$ cat src/rtl/core/igfr_pkg.sv
// ----------------------------------------------------------------------------
// Idle-gap frame receiver package
// Shared word types, protocol constants and the slave reply builder.
// ----------------------------------------------------------------------------
`timescale 1ns / 1ps

package igfr_pkg;

  // Default store capacity in bytes (range 11 to 64).
  localparam int FRAME_BYTES_DEF = 16;

  // Only the leading bytes of a frame are ever decoded.
  localparam int DECODE_BYTES    = 11;
  localparam int POLL_MIN_BYTES  = 3;
  localparam int REPLY_BYTES     = 11;
  localparam int REM_W           = $clog2(REPLY_BYTES);

  localparam logic [7:0] SYNC_BYTE = 8'h88;
  localparam logic [7:0] POLL_BYTE = 8'hff;
  localparam logic [7:0] NODE_A    = 8'h01;
  localparam logic [7:0] NODE_B    = 8'h02;

  // Input opcodes.
  localparam logic OP_BYTE = 1'b0;
  localparam logic OP_TICK = 1'b1;

  // Result kinds.
  localparam logic KIND_READING = 1'b0;
  localparam logic KIND_TX      = 1'b1;

  // Configuration register indexes.
  localparam logic [1:0] REG_ROLE_SLAVE   = 2'd0;
  localparam logic [1:0] REG_OWN_NODE_ID  = 2'd1;
  localparam logic [1:0] REG_IDLE_TIMEOUT = 2'd2;

  typedef struct packed {
    logic        opcode;
    logic [7:0]  rx_byte;
    logic [31:0] voltage_sample_bits;
    logic [31:0] current_sample_bits;
  } in_item_t;

  typedef struct packed {
    logic        result_kind;
    logic [1:0]  source_node;
    logic [31:0] voltage_word;
    logic [31:0] current_word;
    logic [7:0]  tx_byte;
    logic        last;
  } out_item_t;

  typedef struct packed {
    logic [1:0]  reg_index;
    logic [15:0] wr_data;
  } cfg_wr_t;

  typedef struct packed {
    logic        role_slave;
    logic [7:0]  own_node_id;
    logic [15:0] idle_timeout_ticks;
  } cfg_t;

  // Frame-end event from the tracker to the result stage.
  typedef struct packed {
    logic        hit;
    logic        kind;
    logic [1:0]  node;
    logic [31:0] word_a;
    logic [31:0] word_b;
    logic [7:0]  node_id;
  } frame_evt_t;

  typedef logic [REPLY_BYTES-1:0][7:0] reply_t;

  // Reply: sync, id, voltage LSB first, current LSB first, sync.
  function automatic reply_t build_reply(logic [7:0] id, logic [31:0] v, logic [31:0] c);
    reply_t rep;
    rep[0]  = SYNC_BYTE;
    rep[1]  = id;
    rep[2]  = v[7:0];
    rep[3]  = v[15:8];
    rep[4]  = v[23:16];
    rep[5]  = v[31:24];
    rep[6]  = c[7:0];
    rep[7]  = c[15:8];
    rep[8]  = c[23:16];
    rep[9]  = c[31:24];
    rep[10] = SYNC_BYTE;
    return rep;
  endfunction

endpackage

$ cat src/rtl/core/igfr_stream_if.sv
// ----------------------------------------------------------------------------
// Idle-gap frame receiver stream interface
// Valid/ready channel carrying one word of a given payload type.
// ----------------------------------------------------------------------------
`timescale 1ns / 1ps

interface igfr_stream_if #(parameter type payload_t = logic);
  logic     valid;
  logic     ready;
  payload_t data;

  modport source (output valid, output data, input ready);
  modport sink   (input valid, input data, output ready);
  modport mon    (input valid, input data, input ready);
endinterface

$ cat src/rtl/core/idle_gap_frame_receiver_unit.sv
// ----------------------------------------------------------------------------
// Idle-gap frame receiver
// Serial frame receiver that closes frames on line silence and decodes them.
// ----------------------------------------------------------------------------
//
//   channel   dir  payload                                    role
//   in_if     in   opcode, rx_byte, voltage/current samples   byte or timer tick
//   out_if    out  kind, node, voltage/current words, tx,last reading or reply byte
//   cfg_if    in   reg_index, wr_data                         register writes
//
// An input word passes an input register, then one pass of decode logic,
// then the output register. One word per cycle is taken while the output
// drains; a slave reply holds the output register for all eleven of its
// bytes, and a word that closes a frame waits at the input register until
// the previous reading or reply has fully left.
// Reset (rst_n low, synchronous) idles the line and loads register defaults.
// cfg_if is always ready.
//
`timescale 1ns / 1ps

module idle_gap_frame_receiver_unit #(
  parameter int FRAME_BYTES = igfr_pkg::FRAME_BYTES_DEF
) (
  input  logic          clk,
  input  logic          rst_n,
  igfr_stream_if.sink   in_if,
  igfr_stream_if.source out_if,
  igfr_stream_if.sink   cfg_if
);
  import igfr_pkg::*;

  // Configuration registers.
  cfg_t       cfg_r;

  // Input register.
  logic       item_vld_r, item_vld_nxt;
  in_item_t   item_r;

  frame_evt_t evt;
  logic       emit_free;
  logic       adv;
  logic       in_fire;

  assign cfg_if.ready = 1'b1;

  always_ff @(posedge clk) begin
    if (!rst_n) begin
      cfg_r.role_slave         <= 1'b0;
      cfg_r.own_node_id        <= 8'd1;
      cfg_r.idle_timeout_ticks <= 16'd3;
    end else if (cfg_if.valid) begin
      unique case (cfg_if.data.reg_index)
        REG_ROLE_SLAVE:   cfg_r.role_slave         <= cfg_if.data.wr_data[0];
        REG_OWN_NODE_ID:  cfg_r.own_node_id        <= cfg_if.data.wr_data[7:0];
        REG_IDLE_TIMEOUT: cfg_r.idle_timeout_ticks <= cfg_if.data.wr_data;
        default: begin
          // drop writes to unmapped indexes
        end
      endcase
    end
  end

  // Advance the held word unless it closes a frame while the output is busy.
  always_comb begin
    adv          = item_vld_r && (!evt.hit || emit_free);
    in_fire      = in_if.valid && in_if.ready;
    item_vld_nxt = in_fire || (item_vld_r && !adv);
  end

  assign in_if.ready = !item_vld_r || adv;

  always_ff @(posedge clk) begin
    if (!rst_n) begin
      item_vld_r <= 1'b0;
    end else begin
      item_vld_r <= item_vld_nxt;
    end
  end

  always_ff @(posedge clk) begin
    if (in_fire) begin
      item_r <= in_if.data;
    end
  end

  igfr_frame_track #(
    .FRAME_BYTES (FRAME_BYTES)
  ) u_track (
    .clk   (clk),
    .rst_n (rst_n),
    .proc  (adv),
    .item  (item_r),
    .cfg   (cfg_r),
    .evt   (evt)
  );

  igfr_reply_emit u_emit (
    .clk       (clk),
    .rst_n     (rst_n),
    .load      (adv && evt.hit),
    .evt       (evt),
    .emit_free (emit_free),
    .out_if    (out_if)
  );

endmodule

$ cat src/rtl/core/igfr_frame_track.sv
// ----------------------------------------------------------------------------
// Idle-gap frame tracker
// Line state, idle counter, frame store and frame-end decode.
// ----------------------------------------------------------------------------
`timescale 1ns / 1ps

module igfr_frame_track #(
  parameter int FRAME_BYTES = igfr_pkg::FRAME_BYTES_DEF
) (
  input  logic                  clk,
  input  logic                  rst_n,
  input  logic                  proc,
  input  igfr_pkg::in_item_t    item,
  input  igfr_pkg::cfg_t        cfg,
  output igfr_pkg::frame_evt_t  evt
);
  import igfr_pkg::*;

  localparam int LEN_W = $clog2(FRAME_BYTES + 1);

  logic             busy_r, busy_nxt;
  logic [15:0]      idle_r, idle_nxt;
  logic [LEN_W-1:0] len_r, len_nxt;
  logic [7:0]       store_r [DECODE_BYTES];

  logic             is_byte;
  logic [LEN_W-1:0] wr_idx;
  logic             room;
  logic [15:0]      idle_inc;
  logic             expire;
  logic             mst_ok;
  logic             slv_ok;

  always_comb begin
    is_byte  = (item.opcode == OP_BYTE);
    // A byte on an idle line restarts the frame at entry zero.
    wr_idx   = busy_r ? len_r : '0;
    room     = (wr_idx < LEN_W'(FRAME_BYTES));
    idle_inc = (idle_r == 16'hffff) ? idle_r : idle_r + 16'd1;
    expire   = (idle_inc >= cfg.idle_timeout_ticks);

    mst_ok = (len_r >= LEN_W'(DECODE_BYTES)) &&
             (store_r[0] == SYNC_BYTE) && (store_r[10] == SYNC_BYTE) &&
             ((store_r[1] == NODE_A) || (store_r[1] == NODE_B));
    slv_ok = (len_r >= LEN_W'(POLL_MIN_BYTES)) &&
             (store_r[0] == POLL_BYTE) && (store_r[1] == POLL_BYTE) &&
             (store_r[2] == cfg.own_node_id);

    evt.hit     = !is_byte && busy_r && expire && (cfg.role_slave ? slv_ok : mst_ok);
    evt.kind    = cfg.role_slave ? KIND_TX : KIND_READING;
    evt.node    = store_r[1][1:0];
    evt.word_a  = cfg.role_slave ? item.voltage_sample_bits
                                 : {store_r[5], store_r[4], store_r[3], store_r[2]};
    evt.word_b  = cfg.role_slave ? item.current_sample_bits
                                 : {store_r[9], store_r[8], store_r[7], store_r[6]};
    evt.node_id = cfg.own_node_id;

    busy_nxt = busy_r;
    idle_nxt = idle_r;
    len_nxt  = len_r;
    if (proc) begin
      if (is_byte) begin
        busy_nxt = 1'b1;
        idle_nxt = '0;
        len_nxt  = room ? wr_idx + LEN_W'(1) : wr_idx;
      end else if (busy_r) begin
        idle_nxt = idle_inc;
        if (expire) begin
          busy_nxt = 1'b0;
        end
      end
    end
  end

  always_ff @(posedge clk) begin
    if (!rst_n) begin
      busy_r <= 1'b0;
      idle_r <= '0;
      len_r  <= '0;
    end else begin
      busy_r <= busy_nxt;
      idle_r <= idle_nxt;
      len_r  <= len_nxt;
    end
  end

  // Bytes past the decoded head are counted but not kept.
  always_ff @(posedge clk) begin
    for (int i = 0; i < DECODE_BYTES; i++) begin
      if (proc && is_byte && (wr_idx == LEN_W'(i))) begin
        store_r[i] <= item.rx_byte;
      end
    end
  end

endmodule

$ cat src/rtl/core/igfr_reply_emit.sv
// ----------------------------------------------------------------------------
// Idle-gap frame receiver result stage
// Output register plus the byte queue that streams a slave reply.
// ----------------------------------------------------------------------------
`timescale 1ns / 1ps

module igfr_reply_emit (
  input  logic                 clk,
  input  logic                 rst_n,
  input  logic                 load,
  input  igfr_pkg::frame_evt_t evt,
  output logic                 emit_free,
  igfr_stream_if.source        out_if
);
  import igfr_pkg::*;

  logic                         out_vld_r, out_vld_nxt;
  out_item_t                    out_r, out_nxt;
  logic [REPLY_BYTES-2:0][7:0]  q_r, q_nxt;
  logic [REM_W-1:0]             rem_r, rem_nxt;
  logic                         pop;
  reply_t                       rep;

  function automatic out_item_t tx_word(logic [7:0] b, logic lst);
    out_item_t w;
    w.result_kind  = KIND_TX;
    w.source_node  = '0;
    w.voltage_word = '0;
    w.current_word = '0;
    w.tx_byte      = b;
    w.last         = lst;
    return w;
  endfunction

  always_comb begin
    pop       = out_vld_r && out_if.ready;
    emit_free = !out_vld_r || (out_if.ready && (rem_r == '0));
    rep       = build_reply(evt.node_id, evt.word_a, evt.word_b);

    out_vld_nxt = out_vld_r;
    out_nxt     = out_r;
    q_nxt       = q_r;
    rem_nxt     = rem_r;

    if (pop) begin
      if (rem_r != '0) begin
        // advance to the next queued reply byte
        out_nxt = tx_word(q_r[0], rem_r == REM_W'(1));
        q_nxt   = {8'h00, q_r[REPLY_BYTES-2:1]};
        rem_nxt = rem_r - REM_W'(1);
      end else begin
        out_vld_nxt = 1'b0;
      end
    end

    if (load) begin
      out_vld_nxt = 1'b1;
      if (evt.kind == KIND_READING) begin
        out_nxt.result_kind  = KIND_READING;
        out_nxt.source_node  = evt.node;
        out_nxt.voltage_word = evt.word_a;
        out_nxt.current_word = evt.word_b;
        out_nxt.tx_byte      = '0;
        out_nxt.last         = 1'b1;
      end else begin
        out_nxt = tx_word(rep[0], 1'b0);
        q_nxt   = rep[REPLY_BYTES-1:1];
        rem_nxt = REM_W'(REPLY_BYTES - 1);
      end
    end
  end

  always_ff @(posedge clk) begin
    if (!rst_n) begin
      out_vld_r <= 1'b0;
      rem_r     <= '0;
    end else begin
      out_vld_r <= out_vld_nxt;
      rem_r     <= rem_nxt;
    end
  end

  always_ff @(posedge clk) begin
    out_r <= out_nxt;
    q_r   <= q_nxt;
  end

  assign out_if.valid = out_vld_r;
  assign out_if.data  = out_r;

endmodule

$ cat src/flat_wrapper.sv
// flat-port wrapper written by rule: the top's interface ports become plain ports
module idle_gap_frame_receiver_unit_flat import igfr_pkg::*;
#(
  parameter int FRAME_BYTES = igfr_pkg::FRAME_BYTES_DEF
)
  (clk, rst_n, in_if_valid, in_if_data, in_if_ready, out_if_valid, out_if_data, out_if_ready, cfg_if_valid, cfg_if_data, cfg_if_ready);
  igfr_stream_if #(.payload_t(in_item_t)) in_if_i ();
  igfr_stream_if #(.payload_t(out_item_t)) out_if_i ();
  igfr_stream_if #(.payload_t(cfg_wr_t)) cfg_if_i ();
  input  logic clk;
  input  logic rst_n;
  input wire logic [$bits(in_if_i.valid)-1:0] in_if_valid;
  input wire logic [$bits(in_if_i.data)-1:0] in_if_data;
  output wire logic [$bits(in_if_i.ready)-1:0] in_if_ready;
  output wire logic [$bits(out_if_i.valid)-1:0] out_if_valid;
  output wire logic [$bits(out_if_i.data)-1:0] out_if_data;
  input wire logic [$bits(out_if_i.ready)-1:0] out_if_ready;
  input wire logic [$bits(cfg_if_i.valid)-1:0] cfg_if_valid;
  input wire logic [$bits(cfg_if_i.data)-1:0] cfg_if_data;
  output wire logic [$bits(cfg_if_i.ready)-1:0] cfg_if_ready;
  assign in_if_i.valid = in_if_valid;
  assign in_if_i.data = in_if_data;
  assign in_if_ready = in_if_i.ready;
  assign out_if_valid = out_if_i.valid;
  assign out_if_data = out_if_i.data;
  assign out_if_i.ready = out_if_ready;
  assign cfg_if_i.valid = cfg_if_valid;
  assign cfg_if_i.data = cfg_if_data;
  assign cfg_if_ready = cfg_if_i.ready;
  idle_gap_frame_receiver_unit #(.FRAME_BYTES(FRAME_BYTES)) u_core (.clk(clk), .rst_n(rst_n), .in_if(in_if_i), .out_if(out_if_i), .cfg_if(cfg_if_i));
endmodule
$ cat config.mk
export PLATFORM = sky130hd
export DESIGN_NAME = idle_gap_frame_receiver_unit_flat
export DESIGN_NICKNAME = d
export VERILOG_FILES = /design/src/rtl/core/igfr_pkg.sv /design/src/rtl/core/igfr_stream_if.sv /design/src/rtl/core/idle_gap_frame_receiver_unit.sv /design/src/rtl/core/igfr_frame_track.sv /design/src/rtl/core/igfr_reply_emit.sv /design/src/flat_wrapper.sv
export SDC_FILE = /design/constraint.sdc
export NUM_CORES = 1
export LEC_CHECK = 0
export BUFFER_PORTS_ARGS = -buffer_cell sky130_fd_sc_hd__buf_2
export CORE_UTILIZATION = 35
export DETAILED_ROUTE_END_ITERATION = 16
export GPL_ROUTABILITY_DRIVEN = 0
export SYNTH_ARGS = -nofsm -noshare
export SYNTH_HDL_FRONTEND = slang
export SYNTH_SLANG_ARGS = --single-unit
$ cat constraint.sdc
create_clock -name clk -period 15.9 [get_ports clk]
set_input_delay 1.59 -clock clk [delete_from_list [all_inputs] [get_ports clk]]
set_output_delay 1.59 -clock clk [all_outputs]
set_load 0.03 [all_outputs]
---- Word level (Yosys, flattened, before mapping) ----
Memory sizes are Yosys's and may differ from the RTL's.
Index checks and enable logic that the tools add are counted.
cells by class
  add/subtract/negate cells ............... 3
  order comparisons ....................... 4
  equality and inequality tests ........... 23
  mux-type cells .......................... 79
  bitwise logic cells ..................... 1
  reductions and logical operators ........ 59
operators with widths
  operator                                                               number
  80-bit 2-to-1 mux                                                      4
  76-bit 2-to-1 mux                                                      4
  8-bit 2-to-1 mux                                                       10
  8-bit OR reduction                                                     10
  32-bit 2-to-1 mux                                                      2
  4-bit 2-to-1 mux                                                       14
  16-bit 2-to-1 mux                                                      3
  1-bit 2-to-1 mux                                                       40
  8-bit == test, second input constant                                   4
  1-bit logical AND                                                      27
  5-bit by 3-bit == test with 1-bit output, second input constant        4
  16-bit by 1-bit adder with 16-bit output, second input constant        1
  16-bit == test, second input constant                                  1
  16-bit >= comparator                                                   1
  5-bit by 4-bit == test with 1-bit output, second input constant        3
  2-bit AND reduction                                                    7
  5-bit by 2-bit == test with 1-bit output, second input constant        2
  5-bit 2-to-1 mux                                                       2
  8-bit by 1-bit == test with 1-bit output, second input constant        1
  8-bit by 2-bit == test with 1-bit output, second input constant        1
  8-bit == test                                                          1
  5-bit by 1-bit adder with 5-bit output, second input constant          1
  5-bit by 1-bit == test with 1-bit output, second input constant        1
  5-bit by 2-bit >= comparator with 1-bit output, second input constant  1
  other kinds (15)                                                       24
storage, ports and cells
  bits in registers ....................... 282
  bits in writable memories ............... 88
  bits of input ports ..................... 96
  logic and storage cells ................. 199
  memories ................................ 1
memories
  memory                  words  width  read ports  clocked after memory_dff  wr ports  RTL line                RTL
  u_core.u_track.store_r  11     8      11          0                         1         igfr_frame_track.sv:24  logic [7:0] store_r [DECODE_BYTES];

---- Longest topological paths before layout ----
An unclocked memory read counts as a cell.
  depth in word-level cells ............... 25
  depth in mapped cells ................... 18
  depth with buffers taken out ............ 15

---- Hierarchy ----
A second synthesis with hierarchy kept.
unflattened totals
  cells, all modules ...................... 1238
  area total of the unflattened synthesis .. 15346.0 µm²
modules (own cells, without submodules)
  module                        instances  cells each  area each (µm²)  seq. area each (µm²)
  igfr_reply_emit               1          600         6442.4           3983.8
  igfr_frame_track              1          451         5631.7           3083.0
  idle_gap_frame_receiver_unit  1          187         3271.9           2712.6

---- Worst setup path after synthesis ----
OpenSTA, ideal clock, no wires.
  path kind ............................... flip-flop to flip-flop
  start point ............................. register u_core.u_track.idle_r[6]
  end point ............................... register u_core.item_r[0] (netlist name), enable pin
  library setup time ...................... 0.548 ns
  arrival time ............................ 6.482 ns
  required time ........................... 15.352 ns
  setup slack ............................. 8.871 ns
  cell stages (with the launch flop) ...... 14
  buffers on the path ..................... 2
  clock period less this slack ............ 7.029 ns
  cell sequence ........................... dfxtp_1 > clkbuf_1 > nand4_1 > nor2_1 > nand3b_1 > clkbuf_1 > nand2_1 > nand2_1 > ha_1 > nor2b_1 > o211a_1 > o311ai_1 > a32oi_2 > a31oi_1
on the way
  longest elaborated chain between the ends .. 10
ends and longest elaborated chain
  item                                                                        RTL line                            RTL
  start: declaration                                                          igfr_frame_track.sv:22              logic [15:0] idle_r, idle_nxt;
  start signal: assignment                                                    igfr_frame_track.sv:82              idle_r <= idle_nxt;
  16-bit by 1-bit adder with 16-bit output or 16-bit == test (tied branches)  igfr_frame_track.sv:39              idle_inc = (idle_r == 16'hffff) ? idle_r : idle_r + 16'd1;
  16-bit 2-to-1 mux *                                                         igfr_frame_track.sv:39
  16-bit >= comparator *                                                      igfr_frame_track.sv:40              expire = (idle_inc >= cfg.idle_timeout_ticks);
  1-bit logical AND * (2 in series)                                           igfr_frame_track.sv:49              evt.hit = !is_byte && busy_r && expire && (cfg.role_slave ? slv_ok : mst_ok);
  1-bit logical NOT *                                                         idle_gap_frame_receiver_unit.sv:65  adv = item_vld_r && (!evt.hit || emit_free);
  1-bit logical OR *                                                          idle_gap_frame_receiver_unit.sv:65
  1-bit logical AND *                                                         idle_gap_frame_receiver_unit.sv:65
  1-bit logical OR *                                                          idle_gap_frame_receiver_unit.sv:70  assign in_if.ready = !item_vld_r || adv;
  1-bit logical AND *                                                         idle_gap_frame_receiver_unit.sv:66  in_fire = in_if.valid && in_if.ready;
  named net u_core.in_fire                                                    idle_gap_frame_receiver_unit.sv:42  logic in_fire;
  end signal: assignment                                                      idle_gap_frame_receiver_unit.sv:82  item_r <= in_if.data;
  end: declaration                                                            idle_gap_frame_receiver_unit.sv:37  in_item_t item_r;
Mark *: on every way through the listed nets, which the timed path passes. The rest lies on a longest branch.
A chain may end at the register's enable or synchronous reset.

---- Final worst setup path ----
  start point ............................. register u_core.u_track.idle_r[6]
  end point ............................... output port in_if_ready
on the way
  longest elaborated chain between the ends .. 9
ends and longest elaborated chain
  item                                                                        RTL line                            RTL
  16-bit by 1-bit adder with 16-bit output or 16-bit == test (tied branches)  igfr_frame_track.sv:39
  16-bit 2-to-1 mux *                                                         igfr_frame_track.sv:39
  16-bit >= comparator *                                                      igfr_frame_track.sv:40
  1-bit logical AND * (2 in series)                                           igfr_frame_track.sv:49
  1-bit logical NOT *                                                         idle_gap_frame_receiver_unit.sv:65
  1-bit logical OR *                                                          idle_gap_frame_receiver_unit.sv:65
  1-bit logical AND *                                                         idle_gap_frame_receiver_unit.sv:65
  1-bit logical OR *                                                          idle_gap_frame_receiver_unit.sv:70
  end: declaration                                                            flat_wrapper.sv:14                  output wire logic [$bits(in_if_i.ready)-1:0] in_if_ready;
Every way passes the cells marked *; elsewhere a longest branch is shown, timed or not.

==> run_results.csv <==
group,metric,value,unit
outcome,status,"completed",
sta,grt_setup_unrepaired,"no",
drt,dr_total_vias,8409,
synth,ys_types,55,
clocking,cts_tree,"done",
synth,synthTopCellsByCount,"edfxtp_1, dfxtp_1, a21oi_1",
synth,synthTopCellsByArea,"edfxtp_1, dfxtp_1, mux2i_1",
clocking,path_clk_slew,0.06,ns
drt,post_drt_via_cell_ratio,4.64,
floorplanning,core_area,39700,um2
place,portBuffers,173,
clocking,postCtsResizedCells,0,
synth,yosysWarnings,0,
synth,synth_edf_count,237,
floorplanning,die_w,203,um
clocking,hold_buffers,0,
worst_setup_path,max_stage_delay,0.45,ns
worst_setup_path,critPathLaunchType,"flop",
pwr,total_power,2.00,mW
clocking,h-tree-depth,2,
worst_setup_path,cp_max_fo,13,
hold_path,hold_class,"flop to flop",
synth,synth_seq_area_share,69.3,%
pwr,power_leakage,6.59,nW
sta,finalClockSkew,0.0181,ns
synth,synth_fp_nets,1207,
finish,syn_to_final_growth,18.8,%
grt,grt_pass1_wl,43600,um
worst_setup_path,r2r_start,"u_core.u_track.idle_r[6]",
sta,fin_crit,5.64,ns
worst_setup_path,endpoint_kind,"output port",
sta,fmax,177,MHz
worst_setup_path,path_cells,"nand4_1, nor2_1, nand3b_1, nand3_1, nor2_1, or2_2, ha_1, a21oi_1, o21ai_0, a22oi_1, nand3_1, nand4_1, buf_2",
synth,yosysMostFrequentCell,"edfxtp_1",
worst_setup_path,critical_path_class,"flop to output port",
finish,n_fill_cell,3707,
run,drv_cap,0,
sta,final.setup.tns,0,ns
synth,synth_ff_type,"edfxtp_1",
grt,track_usage,13.8,%
sta,worstMarginPinSlew,1.17,ns
sta,setup_violations,0,
drt,drc,0,
pwr,ir_drop,0.0972,mV
worst_setup_path,cp_top_family,"simple AND/OR/NAND/NOR gates",
grt,antenna_found_initial,2,
grt,grt_max_degree,90,
floorplanning,start_util,35.5,%
hold_path,hp-start,"u_core.u_emit.q_r[75]",
clocking,cts_made_buffers,40,
sta,finalCritPeriodShare,35.5,%
floorplanning,die_h,203,um
worst_setup_path,worstPathRequired,14.31,ns
clocking,cts_setup_buffers,0,
grt,gr-total-overflow,0,
clocking,clock_latency,0.54,ns
clocking,cts_sinks,370,
sta,finalHoldViolations,0,
synth,synthArstFlopShare,0,%
floorplanning,row_count,73,
sta,slew_headroom,21.7,%
drt,routed_wirelength,28000,um
synth,ys_ff_latch,370,
synth,synth_top_cell_area_share,50.4,%
worst_setup_path,worstSetupStartpoint,"u_core.u_track.idle_r[6]",
synth,synthCells,1088,
synth,syn-cell-area,14100,um2
synth,syn_area_per_cell,13.0,um2
clocking,cts-root-buf,"clkbuf_16",
drt,firstDrtPassIters,4,
worst_setup_path,r2r_slack,10.94,ns
place,dp_hpwl,18500,um
worst_setup_path,cp_data_arrival_time,4.05,ns
worst_setup_path,cp_slowest_cell,"dfxtp_1",
grt,grt_pass1_vias,8089,
clocking,cts_buffer_depth,3,
synth,synth_top_area_cell,"edfxtp_1",
floorplanning,dieArea,41100,um2
drt,first_iter_violations,436,
drt,drt.antenna.violating_nets,0,
worst_setup_path,crit_buf_inv,1,
pwr,powerDensity,119,nW/um2
finish,nets,1375,
drt,drt-wirelength-per-cell,15.5,um
floorplanning,boundaryPins,175,
sta,final_max_slew_viol_count,0,
finish,drive_above_1_share,19.4,%
==> state kept, by name (all words and copies together), names as in the netlist <==
| name | count |
|---|---|
| u_core.cfg_r | 25 |
| u_core.u_track.busy_r | 1 |
| u_core.u_emit.out_if.data | 76 |
| u_core.u_emit.q_r | 80 |
| u_core.item_vld_r | 1 |
| u_core.u_track.len_r | 5 |
| u_core.u_track.store_r | 88 |
| u_core.u_emit.out_if.valid | 1 |
| u_core.u_track.idle_r | 16 |
| u_core.item_r | 73 |
| u_core.u_emit.rem_r | 4 |
==> layer usage <==
metal,GRT usage [%],part of all wire [%]
met5,0,0
met4,6.79,3.9
met3,3.34,5.2
met2,22.8,47
met1,16.8,44
==> kinds of logic after synthesis <==
family	Yosys count	synth area share (%)
other cells	1	0.0266
buf+inv	80	2.46
flops	370	69.3
xor+xnor	15	0.931
compound gates	164	6.78
mux	84	5.98
simple gates	351	12.5
fa+ha+maj	23	2.04
==> placed cells by master, fill, tap and decap left out, types with 4 or more instances in the layout <==
master,Yosys,routed
clkbuf_16,0,41
buf_2,16,173
or3_1,5,5
a31oi_1,6,5
o21ai_1,4,4
a21o_1,8,7
a21boi_1,6,6
nand4_1,15,15
nor2_1,98,97
buf_4,3,5
nand2_1,77,76
o21ai_0,14,14
xor2_1,9,9
bufinv_16,0,4
inv_1,28,28
and2_1,84,84
clkinv_2,0,5
dfxtp_1,133,133
ha_1,23,23
and3_1,14,14
nand3_1,18,18
nor3_1,7,7
clkinv_1,0,6
edfxtp_1,237,237
xnor2_1,6,6
or2_2,5,5
nor2b_1,5,5
clkinvlp_4,0,4
mux2i_1,82,82
clkbuf_1,28,9
a21oi_1,105,105
nor4_1,6,6
==> worst reg2reg max path: stages, from the launching register on <==
cell and delay (ns):
dfxtp_1 0.45, nand4_1 0.20, nor2_1 0.33, nand3b_1 0.42, nand3_1 0.23, nor2_1 0.06
or2_2 0.27, ha_1 0.29, nand2_1 0.06, nor3_1 0.25, o311ai_1 0.23, a32oi_2 0.36
nand3_1 0.44, nand2_4 0.90
==> worst paths after layout <==
path,endpoint,cells after the start
setup / recovery,in_if_ready,13
hold / removal,u_core.u_emit.q_r[75],2
setup reg to reg,u_core.u_emit.out_if.data[15],13
hold reg to reg,u_core.u_emit.q_r[75],2
==> metrics by stage <==
step	hold WS (ns)	instances	worst slack, ns	cell area [um2]	util, %
6_report	0.443	1812	10.26	16800	42.2
4_1_cts	0.445	1811	10.22	16800	42.2
3_3_place_gp	0.429	1739	10.89	15500	38.9
2_1_floorplan	0.422	1088	8.87	14100	-
5_1_grt	0.470	1812	9.93	16800	42.2
3_5_place_dp	0.435	1739	10.83	15500	38.9
==> where the power goes <==
| part | internal, mW | leakage (nW) | switching [mW] | total, mW |
|---|---|---|---|---|
| logic | 0.0142 | 2.86 | 0.0201 | 0.0343 |
| registers | 1.04 | 3.11 | 0.0151 | 1.06 |
| clock network | 0.543 | 0.618 | 0.366 | 0.909 |
==> final cells by class <==
type	instances	area (um2)	area share (%)
tap	525	657	3.92
clock buffer	51	1070	6.40
clock inverter	21	215	1.28
timing repair buffer	178	903	5.39
inverter	28	105	0.627
antenna	1	2.50	0.0149
sequential	370	9780	58.3
multi-input combinational	638	4030	24.0
Power figures use the tool's default switching activity.
